==> src/hdl/krsd_pkg.sv <==
// krsd_pkg: types and codes shared by the keyed reading store
// holds transaction payload structs, the slot entry layout and command codes
// no dependencies
package krsd_pkg;

   localparam logic CMD_STORE = 1'b0;
   localparam logic CMD_DUMP  = 1'b1;

   typedef struct packed {
      logic               command;
      logic [7:0]         key;
      logic signed [31:0] value;
      logic [31:0]        time_now;
   } req_item_type;

   typedef struct packed {
      logic [7:0]         out_key;
      logic signed [31:0] out_value;
      logic [31:0]        out_time;
      logic               is_last;
      logic               is_empty;
   } rsp_item_type;

   typedef struct packed {
      logic [7:0]         key;
      logic signed [31:0] value;
      logic [31:0]        stamp;
   } slot_entry_type;

   localparam int ENTRY_W = $bits(slot_entry_type);

endpackage

==> src/hdl/krsd_ram.sv <==
// krsd_ram: generic single write port, single read port ram
// registered read data held while no read is issued
// no dependencies
module krsd_ram #(
   parameter int WIDTH = 72,
   parameter int DEPTH = 16
) (
   input  logic                                      clock,
   input  logic                                      wr_en,
   input  logic [((DEPTH > 1) ? $clog2(DEPTH) : 1)-1:0] wr_addr,
   input  logic [WIDTH-1:0]                          wr_data,
   input  logic                                      rd_en,
   input  logic [((DEPTH > 1) ? $clog2(DEPTH) : 1)-1:0] rd_addr,
   output logic [WIDTH-1:0]                          rd_data
);

   logic [WIDTH-1:0] mem_ff [DEPTH];
   logic [WIDTH-1:0] rd_data_ff;

   always_ff @(posedge clock) begin
      if (wr_en) begin
         mem_ff[wr_addr] <= wr_data;
      end
      if (rd_en) begin
         rd_data_ff <= mem_ff[rd_addr];
      end
   end

   assign rd_data = rd_data_ff;

endmodule

==> src/hdl/keyed_reading_store_with_dump.sv <==
// Keyed reading store: DEPTH slots of {key, value, time} in one ram with registered
// read, valid bits in flip-flops. One transaction is worked at a time and req_stall is
// high until it is done. A store walks the slots below the effective capacity one at a
// time through the ram read port: a free slot is noted, a held slot is read and compared
// while no match is found yet and passed over once a match is found; then the walk ends
// (S_SWR writes) and the store returns to S_IDLE, which accepts requests. A dump walks
// all DEPTH slots: a free slot is passed over, a held slot is read and cleared, and a
// closing step sends the last result; a stalled result side holds the dump. The result
// register lets the next request be accepted while the last result still waits. No
// clearing pass is needed after reset.
// depends on krsd_pkg and krsd_ram
module keyed_reading_store_with_dump #(
   parameter int DEPTH = 16
) (
   input  logic                  clock,
   input  logic                  reset,
   input  logic                  req_valid,
   output logic                  req_stall,
   input  krsd_pkg::req_item_type req_item,
   output logic                  rsp_valid,
   input  logic                  rsp_stall,
   output krsd_pkg::rsp_item_type rsp_item,
   input  logic                  csr_wr_en,
   input  logic [4:0]            csr_wr_data
);

   import krsd_pkg::*;

   localparam int AW   = (DEPTH > 1) ? $clog2(DEPTH) : 1;
   localparam int CW   = $clog2(DEPTH + 1);
   localparam int CAPW = (CW > 5) ? CW : 5;

   typedef enum logic [5:0] {
      S_IDLE  = 6'b000001,
      S_SRD   = 6'b000010,
      S_SCMP  = 6'b000100,
      S_SWR   = 6'b001000,
      S_DSEEK = 6'b010000,
      S_DREAD = 6'b100000
   } state_type;

   state_type      state_ff, state_in;
   logic [CW-1:0]  idx_ff, idx_in;
   logic [AW-1:0]  match_ff, match_in;
   logic           match_found_ff, match_found_in;
   logic [AW-1:0]  free_ff, free_in;
   logic           free_found_ff, free_found_in;
   slot_entry_type pend_ff, pend_in;
   logic           pend_valid_ff, pend_valid_in;
   logic [CW-1:0]  count_ff, count_in;
   logic [4:0]     cap_ff, cap_in;
   logic [DEPTH-1:0] valid_ff, valid_in;
   req_item_type   item_ff, item_in;
   logic           rsp_valid_ff, rsp_valid_in;
   rsp_item_type   rsp_item_ff, rsp_item_in;

   logic           out_free;
   logic [AW-1:0]  idx_a;
   logic [CW-1:0]  eff_cap;
   logic           ram_wr_en, ram_rd_en;
   logic [AW-1:0]  ram_wr_addr, ram_rd_addr;
   slot_entry_type ram_wr_entry, rd_entry;
   logic [ENTRY_W-1:0] ram_rd_data;

   krsd_ram #(
      .WIDTH (ENTRY_W),
      .DEPTH (DEPTH)
   ) u_slots (
      .clock   (clock),
      .wr_en   (ram_wr_en),
      .wr_addr (ram_wr_addr),
      .wr_data (ram_wr_entry),
      .rd_en   (ram_rd_en),
      .rd_addr (ram_rd_addr),
      .rd_data (ram_rd_data)
   );

   assign rd_entry = slot_entry_type'(ram_rd_data);
   assign out_free = !rsp_valid_ff || !rsp_stall;
   assign idx_a    = idx_ff[AW-1:0];

   // capacity clamped to 1..DEPTH
   always_comb begin
      priority if (cap_ff == 5'd0) begin
         eff_cap = CW'(1);
      end else if (CAPW'(cap_ff) > CAPW'(DEPTH)) begin
         eff_cap = CW'(DEPTH);
      end else begin
         eff_cap = CW'(cap_ff);
      end
   end

   always_comb begin
      state_in       = state_ff;
      idx_in         = idx_ff;
      match_in       = match_ff;
      match_found_in = match_found_ff;
      free_in        = free_ff;
      free_found_in  = free_found_ff;
      pend_in        = pend_ff;
      pend_valid_in  = pend_valid_ff;
      count_in       = count_ff;
      cap_in         = cap_ff;
      valid_in       = valid_ff;
      item_in        = item_ff;
      rsp_valid_in   = rsp_valid_ff && rsp_stall;
      rsp_item_in    = rsp_item_ff;
      ram_wr_en      = 1'b0;
      ram_wr_addr    = free_ff;
      ram_wr_entry   = '{key: item_ff.key, value: item_ff.value, stamp: item_ff.time_now};
      ram_rd_en      = 1'b0;
      ram_rd_addr    = idx_a;

      if (csr_wr_en) begin
         cap_in = csr_wr_data;
      end

      unique case (state_ff)
         S_IDLE: begin
            if (req_valid) begin
               item_in        = req_item;
               idx_in         = '0;
               match_found_in = 1'b0;
               free_found_in  = 1'b0;
               pend_valid_in  = 1'b0;
               state_in       = (req_item.command == CMD_DUMP) ? S_DSEEK : S_SRD;
            end
         end
         S_SRD: begin
            priority if (idx_ff == eff_cap) begin
               state_in = S_SWR;
            end else if (valid_ff[idx_a]) begin
               if (!match_found_ff) begin
                  ram_rd_en = 1'b1;
                  state_in  = S_SCMP;
               end else begin
                  idx_in = idx_ff + CW'(1);
               end
            end else begin
               if (!free_found_ff) begin
                  free_in       = idx_a;
                  free_found_in = 1'b1;
               end
               idx_in = idx_ff + CW'(1);
            end
         end
         S_SCMP: begin
            if (rd_entry.key == item_ff.key) begin
               match_in       = idx_a;
               match_found_in = 1'b1;
            end
            idx_in   = idx_ff + CW'(1);
            state_in = S_SRD;
         end
         S_SWR: begin
            if (!match_found_ff || (count_ff < eff_cap)) begin
               if (free_found_ff) begin
                  ram_wr_en         = 1'b1;
                  ram_wr_addr       = free_ff;
                  valid_in[free_ff] = 1'b1;
                  count_in          = count_ff + CW'(1);
               end
            end else begin
               ram_wr_en   = 1'b1;
               ram_wr_addr = match_ff;
            end
            state_in = S_IDLE;
         end
         S_DSEEK: begin
            priority if (idx_ff == CW'(DEPTH)) begin
               if (out_free) begin
                  rsp_valid_in = 1'b1;
                  if (pend_valid_ff) begin
                     rsp_item_in = '{out_key: pend_ff.key, out_value: pend_ff.value,
                                     out_time: pend_ff.stamp, is_last: 1'b1,
                                     is_empty: 1'b0};
                  end else begin
                     rsp_item_in = '{out_key: '0, out_value: '0, out_time: '0,
                                     is_last: 1'b1, is_empty: 1'b1};
                  end
                  pend_valid_in = 1'b0;
                  count_in      = '0;
                  state_in      = S_IDLE;
               end
            end else if (valid_ff[idx_a]) begin
               ram_rd_en       = 1'b1;
               valid_in[idx_a] = 1'b0;
               state_in        = S_DREAD;
            end else begin
               idx_in = idx_ff + CW'(1);
            end
         end
         S_DREAD: begin
            // the held entry goes out only once a later one proves it is not the last
            if (!pend_valid_ff || out_free) begin
               if (pend_valid_ff) begin
                  rsp_valid_in = 1'b1;
                  rsp_item_in  = '{out_key: pend_ff.key, out_value: pend_ff.value,
                                   out_time: pend_ff.stamp, is_last: 1'b0,
                                   is_empty: 1'b0};
               end
               pend_in       = rd_entry;
               pend_valid_in = 1'b1;
               idx_in        = idx_ff + CW'(1);
               state_in      = S_DSEEK;
            end
         end
         default: begin
            state_in = S_IDLE;
         end
      endcase
   end

   always_ff @(posedge clock) begin
      if (reset) begin
         state_ff       <= S_IDLE;
         idx_ff         <= '0;
         match_found_ff <= 1'b0;
         free_found_ff  <= 1'b0;
         pend_valid_ff  <= 1'b0;
         count_ff       <= '0;
         cap_ff         <= 5'd16;
         valid_ff       <= '0;
         rsp_valid_ff   <= 1'b0;
      end else begin
         state_ff       <= state_in;
         idx_ff         <= idx_in;
         match_found_ff <= match_found_in;
         free_found_ff  <= free_found_in;
         pend_valid_ff  <= pend_valid_in;
         count_ff       <= count_in;
         cap_ff         <= cap_in;
         valid_ff       <= valid_in;
         rsp_valid_ff   <= rsp_valid_in;
      end
   end

   always_ff @(posedge clock) begin
      match_ff    <= match_in;
      free_ff     <= free_in;
      pend_ff     <= pend_in;
      item_ff     <= item_in;
      rsp_item_ff <= rsp_item_in;
   end

   assign req_stall = (state_ff != S_IDLE);
   assign rsp_valid = rsp_valid_ff;
   assign rsp_item  = rsp_item_ff;

`ifndef ASSERT_OFF
   a_count_bound: assert property (@(posedge clock) disable iff (reset)
      count_ff <= CW'(DEPTH))
      else $error("entry count above depth");

   a_count_matches_valid: assert property (@(posedge clock) disable iff (reset)
      (state_ff == S_IDLE) |-> ($countones(valid_ff) == int'(count_ff)))
      else $error("entry count disagrees with valid bits");

   a_dump_clears: assert property (@(posedge clock) disable iff (reset)
      (state_ff == S_DSEEK && state_in == S_IDLE) |=> (valid_ff == '0 && count_ff == '0))
      else $error("table not empty after dump");

   a_empty_is_last: assert property (@(posedge clock) disable iff (reset)
      (rsp_valid_ff && rsp_item_ff.is_empty) |-> rsp_item_ff.is_last)
      else $error("empty result not marked last");

   a_pending_only_in_dump: assert property (@(posedge clock) disable iff (reset)
      pend_valid_ff |-> (state_ff == S_DSEEK || state_ff == S_DREAD))
      else $error("held dump entry outside a dump");
`endif

endmodule

==> config.mk <==
export PLATFORM = sky130hd
export DESIGN_NAME = keyed_reading_store_with_dump
export DESIGN_NICKNAME = d
export VERILOG_FILES = /design/src/hdl/krsd_pkg.sv /design/src/hdl/krsd_ram.sv /design/src/hdl/keyed_reading_store_with_dump.sv
export SDC_FILE = /design/constraint.sdc
export NUM_CORES = 1
export LEC_CHECK = 0
export CAP_MARGIN = 30
export CORE_UTILIZATION = 55
export DETAILED_ROUTE_END_ITERATION = 10
export DONT_BUFFER_PORTS = 1
export GPL_TIMING_DRIVEN = 0
export HOLD_SLACK_MARGIN = 0.1
export PLACE_DENSITY_LB_ADDON = 0.05
export SLEW_MARGIN = 20
export SYNTH_ARGS = -nofsm -noshare
export SYNTH_HDL_FRONTEND = slang
export SYNTH_SLANG_ARGS = --single-unit
export TNS_END_PERCENT = 5
==> constraint.sdc <==
create_clock -name clock -period 13.2 [get_ports clock]
set_input_delay 1.98 -clock clock [delete_from_list [all_inputs] [get_ports clock]]
set_output_delay 1.98 -clock clock [all_outputs]
set_load 0.03 [all_outputs]
# After elaboration in Yosys (flattened, before gate mapping)
# Memories as Yosys holds them, arrays and structs flattened. A register that Yosys moved wholly into a read port is not among the register bits.
# Cells that the tools add are included.
# totals
reg_bits	267
latchBits	0
ramBits	1152
rom_bits	0
inputBits	83
output_inout_bits	76
elab_cells	164
mem_count	1
# classes
n_addsub	2
mul	0
n_div	0
n_lt_le_gt_ge	6
eq_ne	28
n_shift	0
n_mux	70
n_bitwise	6
reduce_logical	29
# mem_list
name	depth	width	read_ports	rd_ports_with_merged_regs	write_ports	line	source
u_slots.mem_ff	16	72	1	1	1	krsd_ram.sv:17	logic [WIDTH-1:0] mem_ff [DEPTH];
# ops
cell	n
74-bit 2-to-1 mux	5
74-bit case mux with 2 select lines	1
5-bit 2-to-1 mux	14
16-bit 2-to-1 mux	4
6-bit 2-to-1 mux	8
16-bit case mux with 2 select lines	1
6-bit case mux with 5 select lines	1
2-bit != test (second input constant)	13
5-bit case mux with 5 select lines	1
1-bit 2-to-1 mux	24
5-bit AND reduction	4
16-bit bitwise AND	1
16-bit inverter	1
16-bit OR	1
3-bit != test (second input constant)	5
5-bit by 1-bit adder with 5-bit output (second input constant)	2
4-bit by 5-bit < comparator with 1-bit output (second input constant)	2
5-bit case mux with 2 select lines	1
1-bit demux with 4-bit select	2
8-bit equality test	1
4-bit by 1-bit greater-or-equal comparator with 1-bit output (second input constant)	2
4-bit 2-to-1 mux	2
1-bit case mux with 2 select lines	4
4-bit AND reduction	2
other kinds (25)	39

# Logic depth before layout (Yosys ltp)
# Gate-level depths: netlist (run 1).
# logic_depth
depth_word	9
depth_mapped	11
ltp_nobuf	10

# Modules after synthesis
# Synthesis (run 1) repeated with hierarchy kept, for this count alone.
# unflattened
hier_cells	2438
hier_area_um2	54910.2
# by_module_without_submodules
mod	instances	cells_per_inst	area_per_inst_um2	seq_area_each_um2
krsd_ram	1	1850	45270.9	36755.3
keyed_reading_store_with_dump	1	588	9639.2	7607.3

# Worst setup path after synthesis (run 1)
# OpenSTA, ideal clock, no wires.
# synth_path
path_type	in2reg
startpoint	input rsp_stall
endpoint	register pend_ff[0] (netlist bit), enable pin
setup_ns	0.526
t_arrival_ns	5.678
t_required_ns	12.674
setup_slack_ns	6.996
path_stages	2
path_cell_list	and2_1 a21oi_1
# synth_between
elab_chain_len	4
# synth_rtl
item	line	source
from (decl)	keyed_reading_store_with_dump.sv:21	input logic rsp_stall,
1-bit zero test	keyed_reading_store_with_dump.sv:79	assign out_free = !rsp_valid_ff || !rsp_stall;
1-bit logical OR	keyed_reading_store_with_dump.sv:79	
1-bit logical OR	keyed_reading_store_with_dump.sv:195	if (!pend_valid_ff || out_free) begin
2-bit AND reduction (no source line)	n/a	
to (signal assigned)	keyed_reading_store_with_dump.sv:241	pend_ff <= pend_in;
to (decl)	keyed_reading_store_with_dump.sv:48	slot_entry_type pend_ff, pend_in;
# No other way between the ends.
# A chain may end at the register's enable or synchronous reset.

# Final worst setup path (run 1)
# layout_path
startpoint	register idx_ff[1]
endpoint	register u_slots.rd_data_ff[21] (netlist: u_slots.rd_data[21]), read port of u_slots.mem_ff (data pin)
# layout_between
elab_chain_len	5
# layout_rtl
item	line	source
from (decl)	keyed_reading_store_with_dump.sv:43	logic [CW-1:0] idx_ff, idx_in;
from (signal assigned)	keyed_reading_store_with_dump.sv:227	idx_ff <= idx_in;
1-bit binary-select mux with 4-bit select	keyed_reading_store_with_dump.sv:132, keyed_reading_store_with_dump.sv:185	
1-bit 2-to-1 mux (implied by the code)	keyed_reading_store_with_dump.sv:132, keyed_reading_store_with_dump.sv:185	
1-bit 2-to-1 mux, on equally long branches	keyed_reading_store_with_dump.sv:185, keyed_reading_store_with_dump.sv:132	
1-bit 2-to-1 mux, on equally long branches	keyed_reading_store_with_dump.sv:170, keyed_reading_store_with_dump.sv:130	
1-bit case mux with 2 select lines	keyed_reading_store_with_dump.sv:118	unique case (state_ff)
to (decl)	krsd_ram.sv:18	logic [WIDTH-1:0] rd_data_ff;
# Parallel ways exist; a longest one is shown, timed or not. The select of a mux whose other input is x is not followed.

==> reports/summary.txt, run 1 <==
library cells used by synthesis - 55
post-CTS sizing - 0
sequential-to-total area share from yosys stat - 80.5%
Die W - 318 um
status - finished clean
number of global-route vias before repair - 25,800
Clock transition at path regs - 60 ps
final-report setup violation count - 0
Critical path origin - idx_ff[1]
R2R cell count - 6
hold depth - 0
Slew Limit Fails - 0
hold crit path type - register to register
PD cells - 167 mW/mm^2
CP arrival - 4820 ps
cell accounting for the most synthesized area - edfxtp_1
Syn Nets - 2,403
final worst path period need - 4350 ps
Reg-to-Reg End - u_slots.rd_data[21]
total power - 10.7 mW
Worst setup SP type - register
largest net degree at the start of global routing - 39
Flop pwr share - 52.7%
Ports - 159
critical path depth - 6
CTS Sinks - 1,491
combinational share of power - 10.3%
antenna violations before repair - 11
EDFF count, synth - 1,450
Reg2Reg Launch Point - idx_ff[1]
Cell Chain, Critical Path - clkbuf_1 > clkbuf_1 > clkbuf_1 > clkbuf_1 > mux4_2 > mux4_2
clock power share - 37.0%
Num CTS Buffers - 150
core area - 0.0989 sq mm
vias per cell - 6.22
slowest CP cell - clkbuf_1
setup repair after global routing missed its margin - false
first-pass GRT wire length - 180 mm
die area - 0.101 sq mm
Yosys reg bits - 1,491
Crit. End Element - register
Max FO, Critical Path - 10
Synth area leaders - edfxtp_1 79%, mux4_2 15%, dfxtp_1 1.5%
Hold-fix buffers, CTS - 0
share of layout cells above drive strength 1 - 26.8%
maximum vdd drop - 0.110 mV
measured slew at the worst slew-check pin - 1040 ps
CP max stage delay - 800 ps
Synth Flop Type - edfxtp_1
H-tree depth - 4
total grt overflow - 0
period utilisation layout - 32.9%
Worst-Skew Late Latency - 760 ps
clk buf depth - 3
Layout Skew - 18.3 ps
Place WS - 8750 ps
total number of vias - 24,800
most common cell after layout, fill and taps aside - edfxtp_1
Async SR Flop Fraction - 0%
Final ANT Viol Nets - 0
Worst EP required - 13,680 ps
Initial Utilization - 55.7%
LEAKAGE - 19.6 nW
Area growth syn-to-layout - 16.1%
Hold Fails Final Rpt - 0
root buf cell - clkbuf_16
Synth warnings - 0
row count - 115
Placer Congestion - 0.791
Synth Cell Area - 0.0551 sq mm
Syn Inst Count - 2,311
crit-path leading delay family - buffers and inverters
Avg Cell Area, Syn - 23.8 sq um
top-area cell type share of the netlist area - 79.0%
overall routed net length - 124 mm
Critical Path Most Common Cell - clkbuf_1
Detailed Route Iter0 Violations - 2,712
Pint - 8.23 mW
Net Switching - 2.45 mW
Final WS setup - 8850 ps
die span in y - 318 um
# Max-Cap Violations - 0
TNS Setup - 0 ps
flop2flop setup slack - 8850 ps
routed length per placed instance - 31.0 um
most frequent cells in the layout - 1,450 x edfxtp_1, 362 x mux4_2, 156 x clkbuf_16, 107 x clkbuf_1, 82 x nor2b_1
relative slew slack - 31.0%
# nets final - 2,672
drt drc - 0
fmax - 230 MHz
end point of the critical path - u_slots.rd_data[21]
CP bufs+invs - 4
DP Wirelength - 80.6 mm
drt pass-1 iters - 5
CTS tree - done
number of port buffers - 0
Sw Share - 23.0%
Global Route Usage Sum - 25.2%
setup bufs post-CTS - 0
critical path class - register to register
## sequential cells by signal, summed over array words and instances, names as in the netlist
signal	cells
u_slots.mem_ff	1152
pend_valid_ff	1
state_ff	6
idx_ff	5
rsp_item	74
rsp_valid	1
match_found_ff	1
u_slots.rd_data	72
pend_ff	72
count_ff	5
free_found_ff	1
valid_ff	16
cap_ff	5
match_ff	4
free_ff	4
item_ff	72
## how the worst min path moves through the flow
stage                        start           to  slack (ps)
3_3_place_gp   u_slots.rd_data[22]  pend_ff[22]         400
2_1_floorplan   u_slots.rd_data[0]   pend_ff[0]         400
5_1_grt        u_slots.rd_data[37]  pend_ff[37]         410
4_1_cts        u_slots.rd_data[37]  pend_ff[37]         410
3_5_place_dp    u_slots.rd_data[0]   pend_ff[0]         400
6_report       u_slots.rd_data[37]  pend_ff[37]         410
## cell usage after synthesis, types with 2 or more instances
| library cell | number |
|---|---|
| nor3_1 | 7 |
| a21oi_1 | 25 |
| o21ai_0 | 19 |
| mux4_2 | 362 |
| dfxtp_1 | 41 |
| buf_2 | 8 |
| nor2_1 | 47 |
| clkbuf_1 | 75 |
| edfxtp_1 | 1450 |
| ha_1 | 9 |
| o21bai_1 | 3 |
| inv_1 | 13 |
| nand2_1 | 26 |
| nand3b_1 | 7 |
| o221ai_1 | 2 |
| a2bb2oi_1 | 2 |
| buf_1 | 18 |
| mux2i_1 | 8 |
| or4_1 | 3 |
| nand2b_1 | 2 |
| xor2_1 | 6 |
| nor3b_1 | 7 |
| nand4_1 | 8 |
| nand3_1 | 29 |
| and2_1 | 6 |
| xnor2_1 | 11 |
| a41oi_1 | 2 |
| nor4_1 | 4 |
| a31oi_1 | 2 |
| buf_6 | 2 |
| nor2b_1 | 82 |
| o211ai_1 | 2 |
## metrics by stage
stage	std cells	cell area, sq um	hold slack (ps)	utilization, %
after floorplan	2311	55100	400	-
after global placement	3598	56700	401	57.4
after detailed placement	3714	59400	405	60.1
after CTS	3987	63900	409	64.7
after global routing	3988	64000	412	64.7
final	3991	64000	411	64.7
## power groups by stage
stage / combinational [mW] / sequential [mW] / clock [mW]
floorplan: 0.761 / 5.65 / 0
global placement: 1.05 / 5.71 / 0
detailed placement: 1.12 / 5.73 / 0
CTS: 1.12 / 5.63 / 4.04
global route: 1.17 / 5.65 / 4.22
finish: 1.10 / 5.63 / 3.95
## routing by layer
layer	vias to the layer above	global-route usage (%)	share of wire, %
li1	10300	-	-
met1	13400	36.0	42
met2	871	40.7	50
met3	187	4.46	6.4
met4	8	6.99	2.1
met5	-	0	0.040
## cell families (layout without fill, tap and decap cells)
group / count (synthesis) / in the layout / share of synthesized area (%)
other cells: 0 / 3 / 0
mux: 370 / 370 / 14.9
xor+xnor: 17 / 17 / 0.270
compound gates: 73 / 73 / 0.852
buf+inv: 117 / 507 / 0.850
fa+ha+maj: 9 / 9 / 0.204
simple gates: 234 / 234 / 2.34
flops: 1491 / 1491 / 80.5
## final cells by class
class	instances	area, sq um
clock inverter	78	499
inverter	13	53.8
sequential	1491	44400
antenna	3	7.51
timing repair buffer	117	2540
tap	1287	1610
multi-input combinational	703	10400
fill	6413	34900
buffer	104	435
clock buffer	195	4050
No activity file was read; power rests on OpenSTA's default activity.
==> run 2, diff against run 1 <==
--- a/config.mk
+++ b/config.mk
@@ -5,6 +5,7 @@
 export SDC_FILE = /design/constraint.sdc
 export NUM_CORES = 1
 export LEC_CHECK = 0
+export ABC_AREA = 1
 export CAP_MARGIN = 30
 export CORE_UTILIZATION = 55
 export DETAILED_ROUTE_END_ITERATION = 10
==> constraint.sdc (replaced) <==
create_clock -name clock -period 4.4 [get_ports clock]
set_input_delay 0.66 -clock clock [delete_from_list [all_inputs] [get_ports clock]]
set_output_delay 0.66 -clock clock [all_outputs]
set_load 0.03 [all_outputs]
==> run 2 against run 1 <==
Largest cell class unchanged. Area after synthesis grew 2.9%. Sequential power grew to 3.2 times the previous value. Critical path depth grew 10.
==> reports/summary.txt, run 2 <==
Synth area leaders - edfxtp_1 77%, o21ai_0 5.4%, nor2_1 4.7%
Slew Limit Fails - 0 (unchanged)
Syn Nets - 4,238 (+76%)
hold_sp - req_valid
CTS tree - done
clk buf depth - 3 (unchanged)
Synth warnings - 0 (unchanged)
Synth Cell Area - 0.0567 sq mm (+2.9%)
total grt overflow - 0 (unchanged)
Layout Skew - 27.5 ps (+9.15 ps)
Placer Congestion - 0.865 (+9.4%)
share of layout cells above drive strength 1 - 9.51% (-17 points)
CP arrival - 4630 ps (-190 ps)
total number of vias - 35,300 (+42%)
max reg flops - 1,152 (unchanged)
die span in y - 323 um (+1.4%)
number of global-route vias before repair - 33,100 (+29%)
top-area cell type share of the netlist area - 76.8% (-2.2 points)
slowest CP cell - buf_4
Global Route Usage Sum - 29.3% (+4.1 points)
most frequent cells in the layout - 1,450 x edfxtp_1, 687 x nor2_1, 615 x o21ai_0, 419 x nand2_1, 288 x o22ai_1
row count - 117 (+1.7%)
maximum vdd drop - 0.437 mV (+300%)
cell accounting for the most synthesized area - edfxtp_1
largest net degree at the start of global routing - 24 (-38%)
Area growth syn-to-layout - 16.4%
Largest Register - u_slots.mem_ff
Num CTS Buffers - 151 (+0.67%)
total power - 36.5 mW (+240%)
Yosys reg bits - 1,491 (unchanged)
# nets final - 4,546 (+70%)
Place WS - 111 ps (-8640 ps)
most common cell in the synthesized netlist - edfxtp_1
Worst-Skew Late Latency - 760 ps (about the same)
Critical Path Most Common Cell - buf_4
Worst EP required - 4840 ps (-8840 ps)
sequential-to-total area share from yosys stat - 78.3% (-2.3 points)
status - finished clean
H-tree depth - 4 (unchanged)
TNS Setup - 0 ps (unchanged)
Hold Fails Final Rpt - 0 (unchanged)
Worst setup SP type - register
final worst path period need - 4190 ps (-161 ps)
Ports - 159 (unchanged)
measured slew at the worst slew-check pin - 871 ps (-165 ps)
core area - 0.102 sq mm (+3.2%)
Final ANT Viol Nets - 0 (unchanged)
synth cell count leaders - 1,450 x edfxtp_1, 707 x nor2_1, 615 x o21ai_0
die area - 0.104 sq mm (+2.9%)
EDFF count, synth - 1,450 (unchanged)
Cell Chain, Critical Path - buf_2 > inv_1 > buf_4 > buf_4 > buf_4 > ha_1 > nand3_4 > inv_2 > nor2_4 > nand2_1 > nand2_1 > a21oi_2 > inv_1 > o21ai_4 > buf_16 > buf_16
fmax - 239 MHz (+3.8%)
CTS Sinks - 1,491 (unchanged)
flop2flop setup slack - 210 ps (-8640 ps)
library cells used by synthesis - 37 (-33%)
Max FO, Critical Path - 20 (+10)
period utilisation layout - 95.1% (+62 points)
drt pass-1 iters - 6 (+1)
Synth Flop Type - edfxtp_1
Reg2Reg Launch Point - idx_ff[1]
Detailed Route Iter0 Violations - 4,232 (+56%)
Crit. End Element - register
most common cell after layout, fill and taps aside - edfxtp_1
root buf cell - clkbuf_16
overall routed net length - 152 mm (+22%)
LEAKAGE - 22.0 nW (+12%)
setup repair after global routing missed its margin - false
Die W - 323 um (+1.4%)
Hold Slack - 151 ps (-259 ps)
Critical path origin - idx_ff[1]
routed length per placed instance - 25.5 um (-18%)
CP max stage delay - 420 ps (-380 ps)
Clock transition at path regs - 60 ps (about the same)
setup bufs post-CTS - 0 (unchanged)
final-report setup violation count - 0 (unchanged)
relative slew slack - 41.5% (+11 points)
vias per cell - 5.94 (-4.6%)
Syn Inst Count - 4,146 (+79%)
hold crit path type - input port to register
Initial Utilization - 55.5% (-0.18 points)
antenna violations before repair - 11 (unchanged)
# Max-Cap Violations - 0 (unchanged)
number of port buffers - 0 (unchanged)
DP Wirelength - 101 mm (+25%)
critical path class - register to register
Final WS setup - 215 ps (-8640 ps)
PD cells - 553 mW/mm^2 (+230%)
drt drc - 0 (unchanged)
first-pass GRT wire length - 221 mm (+23%)
Async SR Flop Fraction - 0% (unchanged)
Avg Cell Area, Syn - 13.7 sq um (-43%)
[run 2: cell types whose count changed after synthesis, sizes merged, moves of 9 or more]
cell / previous run / this run
nor2: 47 / 712
o21ai: 20 / 641
nand2: 26 / 428
mux4: 362 / 0
o22ai: 1 / 288
inv: 13 / 141
clkbuf: 75 / 158
nor2b: 82 / 0
nand4: 8 / 82
buf: 29 / 86
nand3: 29 / 51
a21oi: 26 / 35
[run 2: worst paths after layout]
kind         depth (start not counted)             endpoint
max                                 16  u_slots.rd_data[41]
min                                  3          state_ff[0]
max reg2reg                         16  u_slots.rd_data[41]
min reg2reg                          0          pend_ff[18]
[run 2: where the power goes]
part	switching [mW]	internal (mW)	leakage, nW
Sequential	0.998	17.2	13.5
Combinational	3.99	1.60	6.05
Clock	5.33	7.32	2.41
Total	10.3	26.1	22.0
[run 2: what timing repair did]
item                       4_1_cts  5_1_grt
hold buffers                    78        0
setup endpoints to repair        0       32
gates resized for setup          0        0
hold endpoints to repair        77        0
[run 2: layout make-up]
| cell class | instances | area (sq um) |
|---|---|---|
| sequential | 1491 | 44400 |
| fill | 7560 | 36100 |
| multi-input combinational | 2269 | 10800 |
| clock buffer | 183 | 4090 |
| timing repair buffer | 156 | 2550 |
| tap | 1368 | 1710 |
| buffer | 243 | 1100 |
| clock inverter | 90 | 778 |
| inverter | 142 | 533 |
| antenna | 2 | 5.00 |
[run 2: routing by layer]
layer	vias to the layer above	routed length, um	GRT usage, %
met5	-	138	0
met4	18	3540	8.33
met3	259	13300	5.02
met2	1696	69500	45.2
met1	17500	65100	43.2
li1	15800	-	-
[run 2: kinds of logic after synthesis]
kind of cell	Yosys count	synth area share (%)
fa+ha+maj	9	0.199
compound gates	968	9.22
simple gates	1281	9.25
buf+inv	386	2.89
xor+xnor	11	0.170
flops	1491	78.3
[run 2: per-stage QoR]
stage | utilization (%) | cells | area [sq um]
global route | 64.7 | 5942 | 66000
detailed placement | 59.1 | 5592 | 60300
global placement | 57.2 | 5514 | 58400
finish | 64.7 | 5944 | 66000
CTS | 64.7 | 5943 | 66000
floorplan | - | 4146 | 56700
[run 2: critical path, delay by kind of cell (launching register included)]
family,cells,cell delay (ps)
buf+inv,9,2200
compound gates,2,620
flops,1,360
simple gates,4,350
fa+ha+maj,1,250
